--- src/design/tcaq_pkg.sv ---
`timescale 1ns / 1ps
// shared types, register indexes and helper functions of the three-channel alarm qualifier
// no dependencies
`default_nettype none

package tcaq_pkg;

   localparam int unsigned CSR_INDEX_W = 3;
   localparam int unsigned CSR_DATA_W  = 16;
   localparam int unsigned HOLD_MS_W   = 26;
   localparam int unsigned MS_PER_S    = 1000;
   localparam logic [15:0] SETTLE_RESET = 16'd1000;

   localparam logic [CSR_INDEX_W-1:0] REG_ENABLE_MASK   = 3'd0;
   localparam logic [CSR_INDEX_W-1:0] REG_IR_ACT_HIGH   = 3'd1;
   localparam logic [CSR_INDEX_W-1:0] REG_GATE_ACT_HIGH = 3'd2;
   localparam logic [CSR_INDEX_W-1:0] REG_INPUT1_ROLE   = 3'd3;
   localparam logic [CSR_INDEX_W-1:0] REG_INPUT2_ROLE   = 3'd4;
   localparam logic [CSR_INDEX_W-1:0] REG_IR_HOLD_S     = 3'd5;
   localparam logic [CSR_INDEX_W-1:0] REG_GATE_HOLD_S   = 3'd6;
   localparam logic [CSR_INDEX_W-1:0] REG_SETTLE_MS     = 3'd7;

   localparam logic [1:0] ROLE_GATE     = 2'd1;
   localparam logic [1:0] ROLE_INFRARED = 2'd2;

   localparam logic [3:0] CODE_MIXED    = 4'd0;
   localparam logic [3:0] CODE_CLOSE    = 4'd1;
   localparam logic [3:0] CODE_T        = 4'd2;
   localparam logic [3:0] CODE_G        = 4'd3;
   localparam logic [3:0] CODE_I        = 4'd4;
   localparam logic [3:0] CODE_TG       = 4'd5;
   localparam logic [3:0] CODE_TI       = 4'd6;
   localparam logic [3:0] CODE_GI       = 4'd7;
   localparam logic [3:0] CODE_ALL      = 4'd8;
   localparam logic [3:0] CODE_CONFIRM  = 4'd9;

   typedef enum logic [2:0] {
      ST_NORMAL    = 3'd0,
      ST_ON_DELAY  = 3'd1,
      ST_HOLD      = 3'd2,
      ST_OFF_DELAY = 3'd3,
      ST_RUN       = 3'd4
   } chan_state_type;

   typedef struct packed {
      logic [31:0] now_ms;
      logic        confirm;
      logic        tamper_level;
      logic        input1_level;
      logic        input2_level;
   } req_type;

   typedef struct packed {
      logic       alarm_active;
      logic       alarm_raised;
      logic       alarm_cleared;
      logic [2:0] log_mask;
      logic       display_update;
      logic [3:0] display_code;
      logic [2:0] tamper_status;
      logic [2:0] gate_status;
      logic [2:0] infrared_status;
   } rsp_type;

   typedef struct packed {
      chan_state_type status;
      logic           last;
      logic           load_start;
      logic           log_run;
      logic           refresh;
   } chan_next_type;

   // display code from a snapshot of the three channel states
   function automatic logic [3:0] refresh_code(input chan_state_type s0,
                                               input chan_state_type s1,
                                               input chan_state_type s2);
      logic [2:0] runs;
      logic       other;
      logic [3:0] code;
      runs  = {s2 == ST_RUN, s1 == ST_RUN, s0 == ST_RUN};
      other = (s0 != ST_RUN && s0 != ST_NORMAL) || (s1 != ST_RUN && s1 != ST_NORMAL) ||
              (s2 != ST_RUN && s2 != ST_NORMAL);
      unique case (runs)
         3'b000:  code = CODE_CLOSE;
         3'b001:  code = CODE_T;
         3'b010:  code = CODE_G;
         3'b100:  code = CODE_I;
         3'b011:  code = CODE_TG;
         3'b101:  code = CODE_TI;
         3'b110:  code = CODE_GI;
         default: code = CODE_ALL;
      endcase
      return other ? CODE_MIXED : code;
   endfunction

   // one poll of one channel qualifier
   function automatic chan_next_type chan_step(input chan_state_type stat,
                                               input logic last,
                                               input logic [31:0] start,
                                               input logic sig,
                                               input logic [31:0] now,
                                               input logic en,
                                               input logic has_hold,
                                               input logic [HOLD_MS_W-1:0] hold_ms,
                                               input logic [15:0] settle);
      chan_next_type r;
      logic [31:0]   elapsed;
      logic          settle_done;
      logic          hold_done;
      elapsed     = now - start;
      settle_done = elapsed > {16'd0, settle};
      hold_done   = elapsed > {{(32-HOLD_MS_W){1'b0}}, hold_ms};
      r.status     = stat;
      r.last       = sig;
      r.load_start = 1'b0;
      r.log_run    = 1'b0;
      r.refresh    = 1'b0;
      if (!en) begin
         if (stat == ST_RUN) r.status = ST_NORMAL;
         r.last = 1'b0;
      end else begin
         unique case (stat)
            ST_NORMAL: begin
               if (sig && !last) begin
                  r.status     = ST_ON_DELAY;
                  r.load_start = 1'b1;
               end
            end
            ST_ON_DELAY: begin
               if (!sig) begin
                  r.status = ST_NORMAL;
               end else if (settle_done) begin
                  if (has_hold) begin
                     r.status     = ST_HOLD;
                     r.load_start = 1'b1;
                  end else begin
                     r.status  = ST_RUN;
                     r.log_run = 1'b1;
                     r.refresh = 1'b1;
                  end
               end
            end
            ST_HOLD: begin
               if (!sig) begin
                  r.status = ST_NORMAL;
               end else if (hold_done) begin
                  r.status  = ST_RUN;
                  r.log_run = 1'b1;
                  r.refresh = 1'b1;
               end
            end
            ST_OFF_DELAY: begin
               if (sig) begin
                  r.status = ST_RUN;
               end else if (settle_done) begin
                  r.status  = ST_NORMAL;
                  r.refresh = 1'b1;
               end
            end
            ST_RUN: begin
               if (!sig) begin
                  r.status     = ST_OFF_DELAY;
                  r.load_start = 1'b1;
               end
            end
            default: ;
         endcase
      end
      return r;
   endfunction

endpackage

`default_nettype wire

--- src/design/three_channel_alarm_qualifier.sv ---
`timescale 1ns / 1ps
// three-channel alarm qualifier: input register, one pass of channel and master logic,
// result register. depends on tcaq_pkg
// an item is held in the input register until the output is free, then in the result register
// throughput: one item per cycle if not stalled; channel state update is one registered pass
// reset (synchronous, active high) returns every channel to normal, clears the master latch,
// edge memory and display code, and loads the register defaults (settle 1000 ms, others 0)
`default_nettype none

module three_channel_alarm_qualifier (
   input  wire                                   clock,
   input  wire                                   reset,
   input  wire                                   req_valid,
   output logic                                  req_stall,
   input  wire tcaq_pkg::req_type                req_data,
   output logic                                  rsp_valid,
   input  wire                                   rsp_stall,
   output tcaq_pkg::rsp_type                     rsp_data,
   input  wire                                   csr_we,
   input  wire [tcaq_pkg::CSR_INDEX_W-1:0]       csr_index,
   input  wire [tcaq_pkg::CSR_DATA_W-1:0]        csr_wdata
);
   import tcaq_pkg::*;

   // configuration
   logic [2:0]           enable_mask_ff;
   logic                 ir_act_high_ff;
   logic                 gate_act_high_ff;
   logic [1:0]           input1_role_ff;
   logic [1:0]           input2_role_ff;
   logic [HOLD_MS_W-1:0] ir_hold_ms_ff;
   logic [HOLD_MS_W-1:0] gate_hold_ms_ff;
   logic [15:0]          settle_ms_ff;

   // pipeline
   logic    in_valid_ff, in_valid_in;
   req_type in_ff;
   logic    rsp_valid_ff, rsp_valid_in;
   rsp_type rsp_ff, rsp_in;
   logic    out_free, move;

   // channel state
   chan_state_type status_ff [3];
   chan_state_type status_in [3];
   chan_state_type st0 [3];
   logic [2:0]     last_ff, last_in;
   logic [31:0]    start_ff [3];
   logic [31:0]    start_in [3];
   logic           master_ff, master_in;
   logic [3:0]     code_ff, code_in;

   chan_next_type  nx [3];
   logic           gate_sel1, gate_sel2, gate_en, gate_sig;
   logic           ir_en, ir_lv, ir_sig;
   logic           any_run, master_base;

   assign out_free  = !rsp_valid_ff || !rsp_stall;
   assign move      = in_valid_ff && out_free;
   assign req_stall = in_valid_ff && !out_free;
   assign rsp_valid = rsp_valid_ff;
   assign rsp_data  = rsp_ff;

   assign in_valid_in  = (req_valid && !req_stall) || (in_valid_ff && !move);
   assign rsp_valid_in = move || (rsp_valid_ff && rsp_stall);

   always_ff @(posedge clock) begin
      if (reset) begin
         enable_mask_ff   <= '0;
         ir_act_high_ff   <= 1'b0;
         gate_act_high_ff <= 1'b0;
         input1_role_ff   <= '0;
         input2_role_ff   <= '0;
         ir_hold_ms_ff    <= '0;
         gate_hold_ms_ff  <= '0;
         settle_ms_ff     <= SETTLE_RESET;
      end else if (csr_we) begin
         unique case (csr_index)
            REG_ENABLE_MASK:   enable_mask_ff   <= csr_wdata[2:0];
            REG_IR_ACT_HIGH:   ir_act_high_ff   <= csr_wdata[0];
            REG_GATE_ACT_HIGH: gate_act_high_ff <= csr_wdata[0];
            REG_INPUT1_ROLE:   input1_role_ff   <= csr_wdata[1:0];
            REG_INPUT2_ROLE:   input2_role_ff   <= csr_wdata[1:0];
            // hold stored in ms so the poll path only compares
            REG_IR_HOLD_S:     ir_hold_ms_ff    <= HOLD_MS_W'(csr_wdata * MS_PER_S);
            REG_GATE_HOLD_S:   gate_hold_ms_ff  <= HOLD_MS_W'(csr_wdata * MS_PER_S);
            REG_SETTLE_MS:     settle_ms_ff     <= csr_wdata;
            default: ;
         endcase
      end
   end

   always_ff @(posedge clock) begin
      if (reset) begin
         in_valid_ff  <= 1'b0;
         rsp_valid_ff <= 1'b0;
         master_ff    <= 1'b0;
         code_ff      <= '0;
         last_ff      <= '0;
         for (int i = 0; i < 3; i++) begin
            status_ff[i] <= ST_NORMAL;
            start_ff[i]  <= '0;
         end
      end else begin
         in_valid_ff  <= in_valid_in;
         rsp_valid_ff <= rsp_valid_in;
         if (move) begin
            master_ff <= master_in;
            code_ff   <= code_in;
            last_ff   <= last_in;
            for (int i = 0; i < 3; i++) begin
               status_ff[i] <= status_in[i];
               start_ff[i]  <= start_in[i];
            end
         end
      end
   end

   always_ff @(posedge clock) begin
      if (req_valid && !req_stall) in_ff <= req_data;
      if (move) rsp_ff <= rsp_in;
   end

   always_comb begin
      // confirm drops running channels before the channel steps
      for (int i = 0; i < 3; i++)
         st0[i] = (in_ff.confirm && status_ff[i] == ST_RUN) ? ST_NORMAL : status_ff[i];

      gate_sel1 = input1_role_ff == ROLE_GATE;
      gate_sel2 = input2_role_ff == ROLE_GATE;
      gate_en   = enable_mask_ff[1] && (gate_sel1 || gate_sel2);
      gate_sig  = (gate_sel1 && (in_ff.input1_level == gate_act_high_ff)) ||
                  (gate_sel2 && (in_ff.input2_level == gate_act_high_ff));

      ir_en  = enable_mask_ff[2] &&
               (input1_role_ff == ROLE_INFRARED || input2_role_ff == ROLE_INFRARED);
      ir_lv  = (input1_role_ff == ROLE_INFRARED) ? in_ff.input1_level : in_ff.input2_level;
      ir_sig = ir_lv == ir_act_high_ff;

      nx[0] = chan_step(st0[0], last_ff[0], start_ff[0], in_ff.tamper_level, in_ff.now_ms,
                        enable_mask_ff[0], 1'b0, '0, settle_ms_ff);
      nx[1] = chan_step(st0[1], last_ff[1], start_ff[1], gate_sig, in_ff.now_ms,
                        gate_en, 1'b1, gate_hold_ms_ff, settle_ms_ff);
      nx[2] = chan_step(st0[2], last_ff[2], start_ff[2], ir_sig, in_ff.now_ms,
                        ir_en, 1'b1, ir_hold_ms_ff, settle_ms_ff);

      for (int i = 0; i < 3; i++) begin
         status_in[i] = nx[i].status;
         last_in[i]   = nx[i].last;
         start_in[i]  = nx[i].load_start ? in_ff.now_ms : start_ff[i];
      end

      // later channels are seen as not yet stepped; the last request wins
      code_in = in_ff.confirm ? CODE_CONFIRM : code_ff;
      if (nx[0].refresh) code_in = refresh_code(nx[0].status, st0[1], st0[2]);
      if (nx[1].refresh) code_in = refresh_code(nx[0].status, nx[1].status, st0[2]);
      if (nx[2].refresh) code_in = refresh_code(nx[0].status, nx[1].status, nx[2].status);

      any_run     = nx[0].status == ST_RUN || nx[1].status == ST_RUN ||
                    nx[2].status == ST_RUN;
      master_base = in_ff.confirm ? 1'b0 : master_ff;
      master_in   = any_run;

      rsp_in.alarm_active    = any_run;
      rsp_in.alarm_raised    = !master_base && any_run;
      rsp_in.alarm_cleared   = in_ff.confirm || (master_base && !any_run);
      rsp_in.log_mask        = {nx[2].log_run, nx[1].log_run, nx[0].log_run};
      rsp_in.display_update  = in_ff.confirm || nx[0].refresh || nx[1].refresh ||
                               nx[2].refresh;
      rsp_in.display_code    = code_in;
      rsp_in.tamper_status   = 3'(nx[0].status);
      rsp_in.gate_status     = 3'(nx[1].status);
      rsp_in.infrared_status = 3'(nx[2].status);
   end

   // master latch follows whether any channel runs
   a_master_runs: assert property (@(posedge clock) disable iff (reset)
      rsp_valid_ff |-> rsp_ff.alarm_active ==
         (rsp_ff.tamper_status == 3'(ST_RUN) || rsp_ff.gate_status == 3'(ST_RUN) ||
          rsp_ff.infrared_status == 3'(ST_RUN)))
      else $error("alarm latch disagrees with channel states");

   a_raise_active: assert property (@(posedge clock) disable iff (reset)
      rsp_valid_ff && rsp_ff.alarm_raised |-> rsp_ff.alarm_active)
      else $error("raise pulse without active alarm");

   a_log_refresh: assert property (@(posedge clock) disable iff (reset)
      rsp_valid_ff && rsp_ff.log_mask != 3'd0 |-> rsp_ff.display_update)
      else $error("channel entered run without display refresh");

   a_move_result: assert property (@(posedge clock) disable iff (reset)
      move |=> rsp_valid_ff)
      else $error("item processed but no result held");

   a_master_state: assert property (@(posedge clock) disable iff (reset)
      rsp_valid_ff && !rsp_stall |-> master_ff == rsp_ff.alarm_active || in_valid_ff)
      else $error("master latch out of step with last result");

endmodule

`default_nettype wire

--- config.mk ---
export PLATFORM = sky130hd
export DESIGN_NAME = three_channel_alarm_qualifier
export DESIGN_NICKNAME = d
export VERILOG_FILES = /design/src/design/tcaq_pkg.sv /design/src/design/three_channel_alarm_qualifier.sv
export SDC_FILE = /design/constraint.sdc
export NUM_CORES = 1
export LEC_CHECK = 0
export BUFFER_PORTS_ARGS = -buffer_cell sky130_fd_sc_hd__buf_2
export CORE_MARGIN = 2
export CORE_UTILIZATION = 60
export DETAILED_ROUTE_END_ITERATION = 7
export PLACE_DENSITY_LB_ADDON = 0.05
export SYNTH_ARGS = -nofsm -noshare
export SYNTH_HDL_FRONTEND = slang
export SYNTH_SLANG_ARGS = --single-unit
export TNS_END_PERCENT = 20
--- constraint.sdc ---
create_clock -name clock -period 12.4 [get_ports clock]
set_clock_uncertainty 0.05 [all_clocks]
set_input_delay 2.48 -clock clock [delete_from_list [all_inputs] [get_ports clock]]
set_output_delay 2.48 -clock clock [all_outputs]
set_load 0.01 [all_outputs]
==> results <==
- The flow ran to the end, and the final reports show no timing, DRC or antenna violations.
- The die extent in x is 190 um.
- The number of standard cells in the layout, taps in and fillers out is 2812.
- The Yosys step of the flow raised 0 warnings.
- The number of iterations in the first detailed-routing pass is 6.
- The final estimated routing congestion in global placement is 0.953.
- The library cell used most frequently in the layout, excluding fill and tap cells, is ha_1.
- The count of nets left with antenna violations once routing finished came out at 0.
- The number of hold buffers added after CTS was 0.
- The startpoint type of the worst setup path is an input port.
- The floorplan row count is 67.
- CTS built an H-tree with a depth of 1.
- The count of instances resized after the clock tree is built is 0.
- In this run, synthesis inferred between 150 and 200 flip-flops with an integrated enable.
- The worst min-delay path startpoint is ir_hold_ms_ff[18].
- The post-synth net total is about 2.7k.
- The slowest stage of the critical path is the fa_1 cell.
- The floorplan step defined a die boundary enclosing between 0.03 and 0.04 sq mm.
- The most critical setup path has its startpoint at csr_wdata[0].
- After synthesis the netlist holds a flip-flop and latch count of around 240.
- The number of design rule violations left after detail routing is 0.
- Ranked by total cell area, the synthesized netlist is headed by edfxtp_1 (23%), ha_1 (14%), dfxtp_1 (7.9%), fa_1 (5.5%), a21oi_1 (4.8%).
- Along the worst path, the maximum fanout reaches 12.
- The detailed-route vias per instance is between 6 and 7.
- The share of layout cells above drive strength 1 is 8.29%.
- In the synthesized netlist the async set-or-reset flop fraction comes to 0%.
- The total inserted antenna cells is 0.
- The total of buffers placed on input and output ports is 81.
- The post-route clock period utilization is 57.1%.
- The reg-to-reg startpoint is in_ff[5].
- On the worst path, the slowest cell contributes a delay of 0.58 ns.
- IR analysis of the VDD net gives a maximum drop of 0.116 mV.
- The routed layout has 17.4k vias.
- The cell that appears most often on the critical path is a21oi_1.
- The netlist uses 109 different library cells.
- Once the clock tree was built, the setup fixing pass inserted 0 buffers.
- The die height is 190 um.
- At the worst endpoint, the arrival time is 7.51 ns.
- The slew at the pin closest to its max-slew limit is 1.03 ns.
- The number of antenna violations at the first check in global routing is 0.
- Across the run, the number of max-cap violations was 0.
- The count of clock tree sinks is 242.
- The half-perimeter wire length of the detailed placement result is 43500 um.
- The average size of a mapped cell is 8.98 sq um.
- For this run, the leading register cell type out of synthesis is edfxtp_1.
- The wire length of the first global-routing pass is slightly below 90000 um.
- The proportion of synthesized chip area in sequential cells is 31.3%.
- The achievable frequency is about 140 MHz.
- Dividing total power by cell area gives a power density of 142 mW/mm^2.
- The clock tree from TritonCTS is done.
- The sum of overflow across all layers after global routing is 0.
- The worst hold margin is 0.405 ns.
- The number of clock buffers inserted by TritonCTS is 29.
- After synthesis the cells add up to ~0.021 sq mm.
- The clock period minus final worst setup slack is 7.09 ns.
- Summed over all cells, the static leakage comes to 9.19 nW.
- The setup path with the least slack is of type input port to flip-flop.
- The clock insertion delay at the later pin of the skew report is between 0.5 and 0.6 ns.
- The tree is rooted in a clkbuf_16.
- The library cells used most frequently in the layout, excluding fill and tap cells, are ha_1 (239), nand2_1 (227), inv_1 (224).
- Global routing used a little under a third of the available tracks across all layers.
- The share of synthesized area in the top cell type comes to 23.4%.
- edfxtp_1 takes more of the synthesized area than any other cell.
- For this design the top-level I/O count stands at 82.
- Once the floorplan was initialized, standard cells occupied roughly three fifths of the core.
- The accumulated negative setup slack is 0 ns.
- The final-report hold violation count is 0.
- The via count of the first global-routing pass is 16.4k.
- Wires add up to 55500 um.
- STA classifies the critical path endpoint as a flip-flop.
- For this run, the post-layout net count is 2699.
- The core region is around 0.034 sq mm.
- Setup repair after global routing left no endpoint under its margin.
- The number of instances in the synthesized netlist is roughly 2.3k.
- In the final routed layout, each cell accounts on average for between 15 and 20 um.
- The largest net degree at the start of global routing is a little under 80.
- Setup violations remaining at the end of the flow were counted as 0.
- The clock-pin slew on the worst setup and hold paths is 0.06 ns.
- The overall power is between 3 and 4 mW.
- The number of slew-limit violations in the final report was 0.
- In this run the tightest slew margin relative to its limit is 30.4%.
- For the worst setup path, the data required time is 12.82 ns.
- The violation count after the first detailed-route iteration is 1417.
- The path class of the tightest hold or removal check is flip-flop to flip-flop.
- In this run, placement finished with an instance count of between 2k and 3k.
- The clock passes through at most 3 buffers.
- The signal on the critical path passes through buf_2 > fa_1 > inv_1 > fa_1 > fa_1 > inv_1 > fa_1 > ha_1 > a21oi_1 > o21bai_1 > a21oi_1 > o21bai_1 > a21oi_1 > o21ai_0 > a21oi_1 > o21ai_0 > a41oi_1 > nor2b_1 > xnor2_1 > nand2_1 > a21oi_1.
- The area growth from synthesis to layout is 8.30%.
[synth_stat cells (8+ instances only)]
library cell,count
o2111ai_1,15
or2_2,9
xnor2_1,45
buf_2,9
dfxtp_1,81
o21ai_0,89
o22ai_1,9
and2_1,54
and3_1,21
a21o_1,63
nor3b_1,8
nor3_1,46
mux2i_1,16
o21a_1,25
a211oi_1,20
edfxtp_1,161
nand2_1,227
o21bai_1,16
xor2_1,35
nor2_1,160
a31oi_1,12
clkbuf_1,60
nand4_1,39
fa_1,57
nor2b_1,24
a211o_1,8
o31ai_1,16
a22oi_1,10
nand2b_1,28
nand3_1,44
or3_1,15
o211ai_1,28
ha_1,239
a21oi_1,196
nor4_1,16
inv_1,224
[flip-flops by register name (all words and copies together) (netlist names), 4 cells and up]
signal and count:
code_ff 4, gate_hold_ms_ff 23, in_ff 36, ir_hold_ms_ff 23, rsp_data 20, settle_ms_ff 16
start_ff 96, status_ff 9
[report_power, final]
group	total, mW	leakage [nW]	switching, mW	internal, mW
sequential	0.945	2.29	0.0340	0.911
combinational	1.34	6.42	0.811	0.530
clock	0.884	0.479	0.342	0.542
[metal layers]
layer  GRT usage [%]  part of all wire, %  vias up
met5               0                    0        -
li1                -                    -     8457
met1            43.8                   45     8304
met2            50.6                   46      556
met4            8.86                  2.7        0
met3            3.43                  5.9      106
[worst max-delay path: cells and delay by family]
family | cells | cell delay [ns]
AO/OA/AOI/OAI | 10 | 1.90
XOR/XNOR | 1 | 0.17
adder cells (fa/ha/maj) | 5 | 2.37
buffers and inverters | 3 | 0.30
AND/OR/NAND/NOR | 2 | 0.28
[worst paths after layout]
| check | slack (ns) | end | cells after the start |
|---|---|---|---|
| setup / recovery | 5.31 | gate_hold_ms_ff[22] | 21 |
| hold / removal | 0.41 | ir_hold_ms_ff[18] | 2 |
| setup reg to reg | 5.70 | rsp_data[11] | 22 |
| hold reg to reg | 0.41 | ir_hold_ms_ff[18] | 2 |
[stage by stage]
| stage | worst slack, ns | area, sq um | utilization [%] |
|---|---|---|---|
| 6_report | 5.31 | 22400 | 66.4 |
| 3_5_place_dp | 4.84 | 21400 | 63.4 |
| 5_1_grt | 4.90 | 22400 | 66.4 |
| 2_1_floorplan | 5.50 | 20600 | - |
| 3_3_place_gp | 4.92 | 21400 | 63.4 |
| 4_1_cts | 5.40 | 22400 | 66.4 |
[area by class of cell]
cell class / instances / area [sq um]
repair buffers: 88 / 458
flip-flops and latches: 242 / 6460
clock inverters: 14 / 183
well taps: 448 / 561
clock buffers: 38 / 811
inverters: 225 / 845
fillers: 2799 / 11300
multi-input cells: 1757 / 13000
[cells by family after synthesis]
group           count (synthesis)  share of synthesized area, %
buf+inv                       301                          5.64
fa+ha+maj                     297                          20.1
xor+xnor                       80                          3.39
compound gates                628                          20.8
mux                            18                         0.885
flops                         242                          31.3
simple gates                  734                          17.9
Note: power is estimated with default switching activity, not from simulation.
